## config.mk

```make
export PLATFORM = sky130hd
export DESIGN_NAME = zigzag_rail_reorder_top
export DESIGN_NICKNAME = d
export VERILOG_FILES = /design/src/rtl/zrr_pkg.sv /design/src/rtl/zrr_front.sv /design/src/rtl/zrr_queue.sv /design/src/rtl/zrr_back.sv /design/src/rtl/zigzag_rail_reorder_top.sv
export SDC_FILE = /design/constraint.sdc
export NUM_CORES = 2
export LEC_CHECK = 0
export ABC_AREA = 1
export BUFFER_PORTS_ARGS = -buffer_cell sky130_fd_sc_hd__buf_4
export CORE_MARGIN = 2
export CORE_UTILIZATION = 35
export DETAILED_ROUTE_END_ITERATION = 7
export MAX_ROUTING_LAYER = met4
export SYNTH_ARGS = -nofsm -noshare
export SYNTH_HDL_FRONTEND = slang
export SYNTH_SLANG_ARGS = --single-unit
```

## constraint.sdc

```tcl
create_clock -name clock -period 5.2 [get_ports clock]
set_clock_uncertainty 0.2 [all_clocks]
set_input_delay 0.52 -clock clock [delete_from_list [all_inputs] [get_ports clock]]
set_output_delay 0.52 -clock clock [all_outputs]
set_load 0.05 [all_outputs]
```

## src/rtl/zrr_pkg.sv

```systemverilog
// Shared types and constants for the zigzag rail reorder block.
// No dependencies.
`default_nettype none
package zrr_pkg;
   localparam int BYTE_W      = 8;
   localparam int RC_W        = 5;
   localparam int QUEUE_DEPTH = 4;

   typedef struct packed {
      logic [BYTE_W-1:0] data;
      logic              keep;
      logic              last;
      logic              dropped;
   } entry_type;

   typedef enum logic {
      BK_STORE,
      BK_DRAIN
   } back_state_type;
endpackage
`default_nettype wire

```

## src/rtl/zrr_front.sv

```systemverilog
// Front end: assigns a zigzag rail to each incoming byte and flags overflow.
// Depends on zrr_pkg.
`default_nettype none
module zrr_front import zrr_pkg::*; #(
   parameter  int MAX_LEN   = 64,
   parameter  int MAX_RAILS = 16,
   localparam int RAIL_W    = $clog2(MAX_RAILS),
   localparam int FILL_W    = $clog2(MAX_LEN + 1)
) (
   input  logic              clock,
   input  logic              reset,
   input  logic [RC_W-1:0]   rail_count,
   input  logic              take,
   input  logic [BYTE_W-1:0] in_byte,
   input  logic              in_last,
   output entry_type         entry,
   output logic [RAIL_W-1:0] entry_rail
);
   localparam logic [RC_W-1:0] RC_MAX = RC_W'(MAX_RAILS);

   logic [FILL_W-1:0] fill_ff, fill_in;
   logic [RAIL_W-1:0] rail_ff, rail_in;
   logic              up_ff, up_in;
   logic              ovf_ff, ovf_in;

   logic [RC_W-1:0]   top_wide;
   logic [RAIL_W-1:0] top_rail;
   logic [RAIL_W-1:0] rail_sel;
   logic [RAIL_W-1:0] rail_adv;
   logic              flip;
   logic              up_new;
   logic              keep;

   always_comb begin
      if (rail_count == '0) begin
         top_wide = '0;
      end else if (rail_count > RC_MAX) begin
         top_wide = RC_MAX - RC_W'(1);
      end else begin
         top_wide = rail_count - RC_W'(1);
      end
      top_rail = top_wide[RAIL_W-1:0];
      rail_sel = (rail_ff > top_rail) ? top_rail : rail_ff;
      flip     = (top_rail != '0) && ((rail_sel == '0) || (rail_sel == top_rail));
      up_new   = up_ff ^ flip;
      if (top_rail == '0) begin
         rail_adv = '0;
      end else if (up_new) begin
         rail_adv = rail_sel - RAIL_W'(1);
      end else begin
         rail_adv = rail_sel + RAIL_W'(1);
      end
      keep = fill_ff < FILL_W'(MAX_LEN);
   end

   always_comb begin
      fill_in = fill_ff;
      rail_in = rail_ff;
      up_in   = up_ff;
      ovf_in  = ovf_ff;
      if (take) begin
         if (in_last) begin
            fill_in = '0;
            rail_in = '0;
            up_in   = 1'b1;
            ovf_in  = 1'b0;
         end else if (keep) begin
            fill_in = fill_ff + FILL_W'(1);
            rail_in = rail_adv;
            up_in   = up_new;
         end else begin
            ovf_in = 1'b1;
         end
      end
   end

   always_ff @(posedge clock) begin
      if (reset) begin
         fill_ff <= '0;
         rail_ff <= '0;
         up_ff   <= 1'b1;
         ovf_ff  <= 1'b0;
      end else begin
         fill_ff <= fill_in;
         rail_ff <= rail_in;
         up_ff   <= up_in;
         ovf_ff  <= ovf_in;
      end
   end

   always_comb begin
      entry.data    = in_byte;
      entry.keep    = keep;
      entry.last    = in_last;
      entry.dropped = ovf_ff | ~keep;
      entry_rail    = rail_sel;
   end
endmodule
`default_nettype wire

```

## src/rtl/zrr_queue.sv

```systemverilog
// Small register FIFO between the front end and the reorder engine.
// Depends on zrr_pkg.
`default_nettype none
module zrr_queue import zrr_pkg::*; #(
   parameter int W = 8
) (
   input  logic         clock,
   input  logic         reset,
   input  logic         push,
   input  logic [W-1:0] push_data,
   output logic         full,
   input  logic         pop,
   output logic [W-1:0] pop_data,
   output logic         not_empty
);
   localparam int PTR_W = $clog2(QUEUE_DEPTH);

   logic [W-1:0]     slot_ff [QUEUE_DEPTH];
   logic [PTR_W-1:0] wr_ff, wr_in;
   logic [PTR_W-1:0] rd_ff, rd_in;
   logic [PTR_W:0]   cnt_ff, cnt_in;

   always_comb begin
      full      = cnt_ff == (PTR_W+1)'(QUEUE_DEPTH);
      not_empty = cnt_ff != '0;
      pop_data  = slot_ff[rd_ff];
      wr_in     = push ? wr_ff + PTR_W'(1) : wr_ff;
      rd_in     = pop ? rd_ff + PTR_W'(1) : rd_ff;
      cnt_in    = cnt_ff + (PTR_W+1)'(push) - (PTR_W+1)'(pop);
   end

   always_ff @(posedge clock) begin
      if (reset) begin
         wr_ff  <= '0;
         rd_ff  <= '0;
         cnt_ff <= '0;
      end else begin
         wr_ff  <= wr_in;
         rd_ff  <= rd_in;
         cnt_ff <= cnt_in;
      end
   end

   always_ff @(posedge clock) begin
      if (push) begin
         slot_ff[wr_ff] <= push_data;
      end
   end
endmodule
`default_nettype wire

```

## src/rtl/zrr_back.sv

```systemverilog
// Reorder engine: keeps one linked list per rail and drains them in rail order.
// Depends on zrr_pkg.
`default_nettype none
module zrr_back import zrr_pkg::*; #(
   parameter  int MAX_LEN   = 64,
   parameter  int MAX_RAILS = 16,
   localparam int RAIL_W    = $clog2(MAX_RAILS),
   localparam int IDX_W     = $clog2(MAX_LEN)
) (
   input  logic              clock,
   input  logic              reset,
   input  logic              q_valid,
   input  entry_type         q_entry,
   input  logic [RAIL_W-1:0] q_rail,
   output logic              q_pop,
   output logic              out_valid,
   input  logic              out_ready,
   output logic [BYTE_W-1:0] out_byte,
   output logic              out_last,
   output logic              out_dropped
);
   back_state_type state_ff, state_in;

   logic [BYTE_W-1:0] byte_mem [MAX_LEN];
   logic [IDX_W-1:0]  next_mem [MAX_LEN];

   logic [IDX_W-1:0]     head_ff [MAX_RAILS];
   logic [IDX_W-1:0]     tail_ff [MAX_RAILS];
   logic [MAX_RAILS-1:0] nonempty_ff;
   logic [IDX_W-1:0]     fill_ff;
   logic                 first_ff;
   logic                 drop_ff;
   logic [RAIL_W-1:0]    drn_rail_ff;
   logic [IDX_W-1:0]     drn_idx_ff;
   logic                 s1_v_ff;
   logic [BYTE_W-1:0]    byte_q_ff;
   logic [IDX_W-1:0]     next_q_ff;
   logic                 s2_v_ff;
   logic [BYTE_W-1:0]    s2_byte_ff;
   logic                 s2_last_ff;
   logic                 s2_drop_ff;

   logic                 store_fire;
   logic                 draining;
   logic [RAIL_W-1:0]    tail_addr;
   logic [IDX_W-1:0]     tail_rd;
   logic [IDX_W-1:0]     head_rd;
   logic [MAX_RAILS-1:0] cand;
   logic                 nxt_found;
   logic [RAIL_W-1:0]    nxt_rail;
   logic                 at_tail;
   logic                 end_now;
   logic                 s1_move;
   logic                 s1_free;
   logic                 issue;
   logic                 jump;
   logic [RAIL_W-1:0]    issue_rail;
   logic [IDX_W-1:0]     issue_idx;
   logic                 finish;

   always_comb begin
      store_fire = (state_ff == BK_STORE) && q_valid;
      draining   = state_ff == BK_DRAIN;
      tail_addr  = draining ? drn_rail_ff : q_rail;
      tail_rd    = tail_ff[tail_addr];
      for (int i = 0; i < MAX_RAILS; i++) begin
         cand[i] = nonempty_ff[i] && (first_ff || (RAIL_W'(i) > drn_rail_ff));
      end
      nxt_found = |cand;
      nxt_rail  = '0;
      for (int i = MAX_RAILS - 1; i >= 0; i--) begin
         if (cand[i]) begin
            nxt_rail = RAIL_W'(i);
         end
      end
      head_rd    = head_ff[nxt_rail];
      at_tail    = drn_idx_ff == tail_rd;
      end_now    = !first_ff && at_tail && !nxt_found;
      s1_move    = s1_v_ff && (!s2_v_ff || out_ready);
      s1_free    = !s1_v_ff || s1_move;
      issue      = draining && s1_free && (first_ff ? nxt_found : !end_now);
      jump       = first_ff || at_tail;
      issue_rail = jump ? nxt_rail : drn_rail_ff;
      issue_idx  = jump ? head_rd : next_q_ff;
      finish     = draining && ((first_ff && !nxt_found) || (end_now && s1_free));
   end

   always_comb begin
      state_in = state_ff;
      case (state_ff)
         BK_STORE: begin
            if (store_fire && q_entry.last) begin
               state_in = BK_DRAIN;
            end
         end
         BK_DRAIN: begin
            if (finish) begin
               state_in = BK_STORE;
            end
         end
         default: state_in = BK_STORE;
      endcase
   end

   always_comb begin
      q_pop       = 1'b0;
      case (state_ff)
         BK_STORE: q_pop = q_valid;
         BK_DRAIN: q_pop = 1'b0;
         default:  q_pop = 1'b0;
      endcase
      out_valid   = s2_v_ff;
      out_byte    = s2_byte_ff;
      out_last    = s2_last_ff;
      out_dropped = s2_drop_ff;
   end

   always_ff @(posedge clock) begin
      if (reset) begin
         state_ff    <= BK_STORE;
         nonempty_ff <= '0;
         fill_ff     <= '0;
         first_ff    <= 1'b0;
         drn_rail_ff <= '0;
         drn_idx_ff  <= '0;
         s1_v_ff     <= 1'b0;
         s2_v_ff     <= 1'b0;
      end else begin
         state_ff <= state_in;
         if (store_fire && q_entry.keep) begin
            nonempty_ff[q_rail] <= 1'b1;
            fill_ff             <= fill_ff + IDX_W'(1);
         end
         if (store_fire && q_entry.last) begin
            first_ff <= 1'b1;
         end
         if (issue) begin
            first_ff    <= 1'b0;
            drn_rail_ff <= issue_rail;
            drn_idx_ff  <= issue_idx;
         end
         if (finish) begin
            nonempty_ff <= '0;
            fill_ff     <= '0;
            first_ff    <= 1'b0;
         end
         if (issue) begin
            s1_v_ff <= 1'b1;
         end else if (s1_move) begin
            s1_v_ff <= 1'b0;
         end
         if (s1_move) begin
            s2_v_ff <= 1'b1;
         end else if (out_ready) begin
            s2_v_ff <= 1'b0;
         end
      end
   end

   always_ff @(posedge clock) begin
      if (store_fire && q_entry.keep) begin
         tail_ff[q_rail] <= fill_ff;
         if (!nonempty_ff[q_rail]) begin
            head_ff[q_rail] <= fill_ff;
         end
      end
      if (store_fire && q_entry.last) begin
         drop_ff <= q_entry.dropped;
      end
      if (s1_move) begin
         s2_byte_ff <= byte_q_ff;
         s2_last_ff <= end_now;
         s2_drop_ff <= drop_ff;
      end
   end

   always_ff @(posedge clock) begin
      if (store_fire && q_entry.keep) begin
         byte_mem[fill_ff] <= q_entry.data;
      end
      if (issue) begin
         byte_q_ff <= byte_mem[issue_idx];
      end
   end

   always_ff @(posedge clock) begin
      if (store_fire && q_entry.keep && nonempty_ff[q_rail]) begin
         next_mem[tail_rd] <= fill_ff;
      end
      if (issue) begin
         next_q_ff <= next_mem[issue_idx];
      end
   end
endmodule
`default_nettype wire

```

## src/rtl/zigzag_rail_reorder_top.sv

```systemverilog
// Zigzag rail reorder, top level: rail count register, front end, queue, engine.
// Depends on zrr_pkg, zrr_front, zrr_queue and zrr_back.
//
// Usage:
//   req channel carries one byte per transaction; tlast marks the final byte
//   of a block. rsp channel returns the block reordered by rail, tlast on the
//   final byte, tuser set on every byte if any input byte was dropped.
//   csr_we writes the rail count (1 to MAX_RAILS; 0 acts as 1); the user must
//   write it only while idle, which the block itself does not enforce. Each
//   byte is stored by the reorder engine; bytes beyond MAX_LEN per block are
//   dropped and flagged. After the final byte is stored, the engine enters its
//   drain state, reads the first byte into its first stage, moves it to the
//   output register, then gives one result per cycle while rsp_tready is high,
//   set by the single read port of the byte memory walking the per-rail lists.
//   The front end accepts up to four further bytes into its queue while a
//   block drains; req_tready falls when that queue is full.
//   A stalled receiver holds the output register and the drain pauses.
//   Reset is synchronous: it empties the queue and lists and sets the rail
//   count to one; no clearing pass is needed.
`default_nettype none
module zigzag_rail_reorder_top import zrr_pkg::*; #(
   parameter int MAX_LEN   = 64,
   parameter int MAX_RAILS = 16
) (
   input  logic              clock,
   input  logic              reset,
   input  logic              csr_we,
   input  logic [RC_W-1:0]   csr_wdata,     // rail_count
   input  logic              req_tvalid,
   output logic              req_tready,
   input  logic [BYTE_W-1:0] req_tdata,     // in_byte
   input  logic              req_tlast,
   output logic              rsp_tvalid,
   input  logic              rsp_tready,
   output logic [BYTE_W-1:0] rsp_tdata,     // out_byte
   output logic              rsp_tlast,
   output logic [0:0]        rsp_tuser      // dropped
);
   localparam int RAIL_W = $clog2(MAX_RAILS);
   localparam int QW     = $bits(entry_type) + RAIL_W;

   logic [RC_W-1:0]   rail_count_ff;
   logic              take;
   entry_type         f_entry;
   logic [RAIL_W-1:0] f_rail;
   logic              q_full;
   logic              q_pop;
   logic              q_valid;
   logic [QW-1:0]     q_out;
   entry_type         q_entry;
   logic [RAIL_W-1:0] q_rail;
   logic              drop_bit;

   always_ff @(posedge clock) begin
      if (reset) begin
         rail_count_ff <= RC_W'(1);
      end else if (csr_we) begin
         rail_count_ff <= csr_wdata;
      end
   end

   always_comb begin
      req_tready   = !q_full;
      take         = req_tvalid && !q_full;
      q_entry      = q_out[QW-1:RAIL_W];
      q_rail       = q_out[RAIL_W-1:0];
      rsp_tuser[0] = drop_bit;
   end

   zrr_front #(
      .MAX_LEN   (MAX_LEN),
      .MAX_RAILS (MAX_RAILS)
   ) u_front (
      .clock      (clock),
      .reset      (reset),
      .rail_count (rail_count_ff),
      .take       (take),
      .in_byte    (req_tdata),
      .in_last    (req_tlast),
      .entry      (f_entry),
      .entry_rail (f_rail)
   );

   zrr_queue #(
      .W (QW)
   ) u_queue (
      .clock     (clock),
      .reset     (reset),
      .push      (take),
      .push_data ({f_entry, f_rail}),
      .full      (q_full),
      .pop       (q_pop),
      .pop_data  (q_out),
      .not_empty (q_valid)
   );

   zrr_back #(
      .MAX_LEN   (MAX_LEN),
      .MAX_RAILS (MAX_RAILS)
   ) u_back (
      .clock       (clock),
      .reset       (reset),
      .q_valid     (q_valid),
      .q_entry     (q_entry),
      .q_rail      (q_rail),
      .q_pop       (q_pop),
      .out_valid   (rsp_tvalid),
      .out_ready   (rsp_tready),
      .out_byte    (rsp_tdata),
      .out_last    (rsp_tlast),
      .out_dropped (drop_bit)
   );
endmodule
`default_nettype wire

```

# == Word-level counts from Yosys, hierarchy flattened ==
# Memory sizes are Yosys's and may differ from the RTL's. A register that Yosys moved wholly into a read port is not among the register bits.
# Cells that the tools add are included.
# totals
register_bits,72
ramBits,1148
in_bits,19
output_inout_bits,12
word_cells,191
n_memories,5
# op_classes
n_addsub,9
order_cmp,21
n_eq_ne,4
mux,55
bitwise_logic,5
n_reduce_logical,72
# memory_table
name,words,word_bits,read_ports,rd_clocked_by_memory_dff,write_ports,line_no,rtl
u_back.byte_mem,64,8,1,1,1,zrr_back.sv:24,logic [BYTE_W-1:0] byte_mem [MAX_LEN];
u_back.next_mem,64,6,1,1,1,zrr_back.sv:25,logic [IDX_W-1:0] next_mem [MAX_LEN];
u_back.head_ff,16,6,1,0,1,zrr_back.sv:27,logic [IDX_W-1:0] head_ff [MAX_RAILS];
u_back.tail_ff,16,6,1,0,1,zrr_back.sv:28,logic [IDX_W-1:0] tail_ff [MAX_RAILS];
u_queue.slot_ff,4,15,1,1,1,zrr_queue.sv:18,logic [W-1:0] slot_ff [QUEUE_DEPTH];
# ops
cell,count
4-bit two-way mux,24
4-bit > comparator (first input constant),8
1-bit logical AND,31
1-bit two-way mux,22
1-bit logical OR,21
3-bit by 4-bit > comparator with 1-bit output (first input constant),4
16-bit bitwise OR,1
16-bit OR reduction,1
7-bit two-way mux,2
1-bit by 4-bit > comparator with 1-bit output (first input constant),2
2-bit by 4-bit > comparator with 1-bit output (first input constant),2
4-bit logical NOT,2
4-bit by 1-bit subtractor with 4-bit output (second input constant),2
7-bit by 1-bit adder with 7-bit output (second input constant),1
7-bit less-than comparator (second input constant),1
6-bit by 1-bit adder with 6-bit output (second input constant),1
6-bit equality test,1
1-bit logical NOT,6
6-bit two-way mux,1
2-bit AND reduction,3
2-bit nonzero test,3
5-bit > comparator (second input constant),1
5-bit logical NOT,1
4-bit by 5-bit less-than comparator with 1-bit output (second input constant),1
20 further kinds,24

# == Logic depth before layout (Yosys ltp) ==
# An unclocked memory read counts as a cell.
# logic_depth
depth_word,21
depth_mapped,36
ltp_nobuf,34

# == Hierarchy ==
# From an unflattened synthesis, not the netlist that was laid out.
# unflattened
hier_cells,5269
area_unflattened_um2,54981.5
# by_module_without_submodules
module,instances,cells_each,area_each_um2,seq_area_each_um2
zrr_back,1,4817,50573.5,34142.7
zrr_queue,1,231,2882.8,1981.9
zrr_front,1,187,1297.5,260.2
zigzag_rail_reorder_top,1,34,227.7,100.1

# == Worst setup path after synthesis ==
# No wires, ideal clock.
# synth_path
path_kind,reg-to-reg
from,register rail_count_ff[0]
to,register u_front.rail_ff[3]
setup_ps,132
t_arrival_ps,4146
required_time_ps,4868
slack_ps,722
stages_incl_launch_ff,28
n_path_buf,0
period_less_slack_ps,4478
path_cell_list,dfxtp_1 inv_1 ha_1 nand3_1 nor2_1 o21ai_0 inv_1 ha_1 inv_1 nor2_1 nor2_1 o21ai_0 o21ai_1 o21ai_0 inv_1 o21ai_0 o21ai_0 nor2_1 o21bai_1 xor2_1 inv_1 ha_1 a21oi_1 o21ai_0 xor2_1 o21ai_0 a21o_1 a21oi_1
# synth_between
elab_chain_len,13
word_cells_on_any_way,20
cone_classes,3 x add/sub; 2 x order compare; 1 x eq/ne; 7 x mux; 1 x bitwise; 6 x reduce/logical
# synth_rtl
item,line_no,rtl
start: declaration,zigzag_rail_reorder_top.sv:42,logic [RC_W-1:0] rail_count_ff;
start signal: assignment,zigzag_rail_reorder_top.sv:58,rail_count_ff <= csr_wdata;
4-bit by 1-bit subtractor with 4-bit output or 5-bit > comparator (tied branches),"zrr_front.sv:40, zrr_front.sv:37",
4-bit two-way mux,zrr_front.sv:37,end else if (rail_count > RC_MAX) begin
4-bit two-way mux *,zrr_front.sv:35,if (rail_count == '0) begin
4-bit > comparator,zrr_front.sv:43,rail_sel = (rail_ff > top_rail) ? top_rail : rail_ff;
4-bit two-way mux *,zrr_front.sv:43,
net f_rail[0],zigzag_rail_reorder_top.sv:45,logic [RAIL_W-1:0] f_rail;
4-bit equality test or 4-bit logical NOT (tied branches),zrr_front.sv:44,flip = (top_rail != '0) && ((rail_sel == '0) || (rail_sel == top_rail));
1-bit logical OR,zrr_front.sv:44,
1-bit logical AND,zrr_front.sv:44,
1-bit XOR,zrr_front.sv:45,up_new = up_ff ^ flip;
4-bit two-way mux *,zrr_front.sv:48,end else if (up_new) begin
4-bit two-way mux *,zrr_front.sv:46,if (top_rail == '0) begin
4-bit two-way mux *,zrr_front.sv:67,end else if (keep) begin
4-bit two-way mux *,zrr_front.sv:62,if (in_last) begin
end signal: assignment,zrr_front.sv:85,rail_ff <= rail_in;
end: declaration,zrr_front.sv:22,"logic [RAIL_W-1:0] rail_ff, rail_in;"
# Mark *: on every way through the listed nets, which the timed path passes. The rest lies on a longest branch. The select of a mux whose other input is x is not followed.
# A chain may end at the register's enable or synchronous reset.

==> metrics.md <==
| Metric | Value |
|---|---|
| Worst-case clock buffer depth | `3` |
| Buffers on Ports | `30` |
| Total GRT Usage | `0.186` |
| R2R setup slack | `0.22 ns` |
| Status | `finished clean` |
| Filler cell count | `14.7k` |
| Mapped Cells | `5158` |
| RD Place Congestion | `0.861` |
| Family with the most delay on the worst path | `simple AND/OR/NAND/NOR gates` |
| CP max stage cell | `dfxtp_1` |
| Vias in the first global route | `35.7k` |
| EDFF count, synth | `1173` |
| Pins Over Slew Limit | `0` |
| Post-DR vias/cell | `5.01` |
| Critical path's largest stage delay | `0.33 ns` |
| Die W | `398 um` |
| Crit path max fanout | `44` |
| Syn Std Cell Area | `54300 um2` |
| Routed Antenna Nets | `0` |
| Hold slack | `0.181 ns` |
| WP data arrival | `5.30 ns` |
| Initial antenna violation count | `0` |
| Clk sinks | `1236` |
| Tcrit/Tclk final | `0.958` |
| # DRC | `0` |
| Pin count of the biggest net entering global routing | `133` |
| Routed WL | `145000 um` |
| Max_cap viols | `0` |
| Initial DRC count | `3385` |
| Largest family of logic cells by synthesized area | `simple AND/OR/NAND/NOR gates` |
| Sequential-to-total area share from yosys stat | `0.671` |
| Die Ht | `398 um` |
| Crit path kind | `reg2reg` |
| Main synth FF type | `edfxtp_1` |
| Antenna cells | `0` |
| DR pass1 iterations | `6` |
| CTS tree | `built` |
| Critical Path Most Common Cell | `nand3_1` |
| Commonest non-fill, non-tap cell in the layout | `edfxtp_1` |
| Final Util | `0.404` |
| CP bufs+invs | `8` |
| Cell at the root of the clock tree | `clkbuf_16` |
| Area grow syn2layout | `14.4%` |
| Met3 usage | `0.0259` |
| Compound-Gate Fraction of Synth Area | `0.0250` |
| Row count | `144` |
| CP Launch Type | `register` |
| Fmax | `201 MHz` |
| Hold/Removal Path Class | `in2reg` |
| DR vias | `37.1k` |
| First-pass GRT wire length | `220000 um` |
| Global-route met1 utilization | `0.246` |
| Initial core utilization | `0.353` |
| Grt ovf | `0` |
| Post-synthesis mux area share | `0.000368` |
| Yosys warning count | `0` |
| Critical path capture point type | `register` |
| Synthesis-stage register bit count | `1236` |
| Worst skew pair latency | `0.77 ns` |
| Share of cells above drive strength 1 | `0.0838` |
| Tmin final | `4.98 ns` |
| Final Hold Vio Count | `0` |
| DR WL/cell | `19.6 um` |
| H-tree depth | `4` |
| Async S/R FF share, synth | `0` |
| Distinct cells, synth | `51` |
| Post-synthesis xor/xnor area fraction | `0.00161` |
| Post-synthesis average cell area | `10.5 um2` |
| Die Area | `158000 um2` |
| Detailed placement HPWL | `88400 um` |
| Worst-Margin Slew | `1.30 ns` |
| Final net count | `5288` |
| Io pins | `31` |
| Clock transition at path regs | `0.06 ns` |
| Post-Syn Nets | `5195` |
| Core area | `154000 um2` |
| Placed Cells | `7136` |
| Area share of fa/ha/maj cells after synthesis | `0.00442` |
| Final setup violation count | `0` |
| GR peak layer | `met2` |
| Layout Cells excl Fill | `7401` |
| Slew headroom | `0.131` |
| Total CTS buffers | `130` |
| Met2 usage | `0.297` |
| Most frequent cells in the layout | `edfxtp_1, nand3_1, nand2_1` |
| Synth Area in Simple Gates | `0.210` |
| Crit path required time | `5.52 ns` |
cells by family after synthesis:
logic type	Yosys count
XOR/XNOR	10
AND/OR/NAND/NOR	2515
buffers and inverters	1154
adder cells (fa/ha/maj)	18
multiplexers	2
flip-flops	1236
AO/OA/AOI/OAI	223
worst paths after layout:
| kind | startpoint | endpoint | cells past startpoint |
|---|---|---|---|
| max | register | u_back.byte_q_ff[6]$_DFFE_PP_ | 28 |
| min | req_tvalid | u_queue.wr_ff[0]$_SDFFE_PP0P_ | 3 |
| max reg2reg | register | u_back.byte_q_ff[6]$_DFFE_PP_ | 28 |
| min reg2reg | u_back.byte_q_ff[2]$_DFFE_PP_ | u_back.out_byte[2]$_DFFE_PP_ | 0 |
sequential cells by signal (all words and copies together), names as in the netlist, 5 cells and up, named ones only:
register and count:
u_back.byte_mem 512, u_back.next_mem 384, u_back.head_ff 96, u_back.tail_ff 96, u_queue.slot_ff 60, u_back.nonempty_ff 16, u_back.byte_q_ff 8, u_back.out_byte 8
u_front.fill_ff 7, u_back.drn_idx_ff 6, u_back.fill_ff 6, u_back.next_q_ff 6, rail_count_ff 5
metal layers:
| metal | part of all wire | wire, um | vias up |
|---|---|---|---|
| li1 | - | - | 17500 |
| met1 | 0.43 | 62800 | 18100 |
| met2 | 0.48 | 69400 | 1198 |
| met3 | 0.062 | 8990 | 215 |
| met4 | 0.026 | 3810 | 0 |
| met5 | 0 | 0 | - |
layout make-up:
type,count,area (um2),area share
Clock buffer,161,3450,0.0556
Clock inverter,77,676,0.0109
Inverter,888,3350,0.0539
Multi-Input combinational cell,2769,13400,0.215
Sequential cell,1236,36500,0.587
Tap cell,2044,2560,0.0411
Timing Repair Buffer,226,2230,0.0359
worst min-delay path, cell delays in order:
cell	delay, ns
buf_4	0.08
nand2_1	0.27
a21oi_1	0.23
metrics by stage:
stage               setup slack, ns  setup TNS [ns]  cell area [um2]
global placement             0.0711               0            57700
floorplan                     0.722               0            54300
finish                        0.217               0            62200
global route               -0.00363        -0.00363            62200
CTS                           0.111               0            62000
detailed placement            0.128               0            57700
synthesized netlist by cell type, types with 4 or more instances:
library cell	number	area, um2
dfxtp_1	63	1260
o21ai_0	65	325
nand3b_1	140	1050
nor2_1	257	965
ha_1	16	200
nand2_2	9	56.3
buf_1	24	90.1
buf_6	13	146
o221ai_1	4	35.0
nand2_1	999	3750
buf_4	33	248
inv_1	879	3300
clkbuf_1	68	255
o22ai_1	15	93.8
nor3_1	17	85.1
buf_2	128	641
xor2_1	8	70.1
o211ai_1	53	398
nand3_1	1062	5320
edfxtp_1	1173	35200
o21ai_1	9	45.0
inv_2	7	26.3
a211oi_1	4	30.0
nand4_1	17	106
a21oi_1	55	275
repair_timing:
item                                    in CTS  in global routing
buffers inserted                             0                  7
hold buffers                                18                  0
resized for setup                            0                 27
endpoints found under the hold margin       56                  0
endpoints found under the setup margin       0                 15
Power is not shown: default switching activity piles up to over one toggle a cycle in this logic, so the estimate is an artifact.
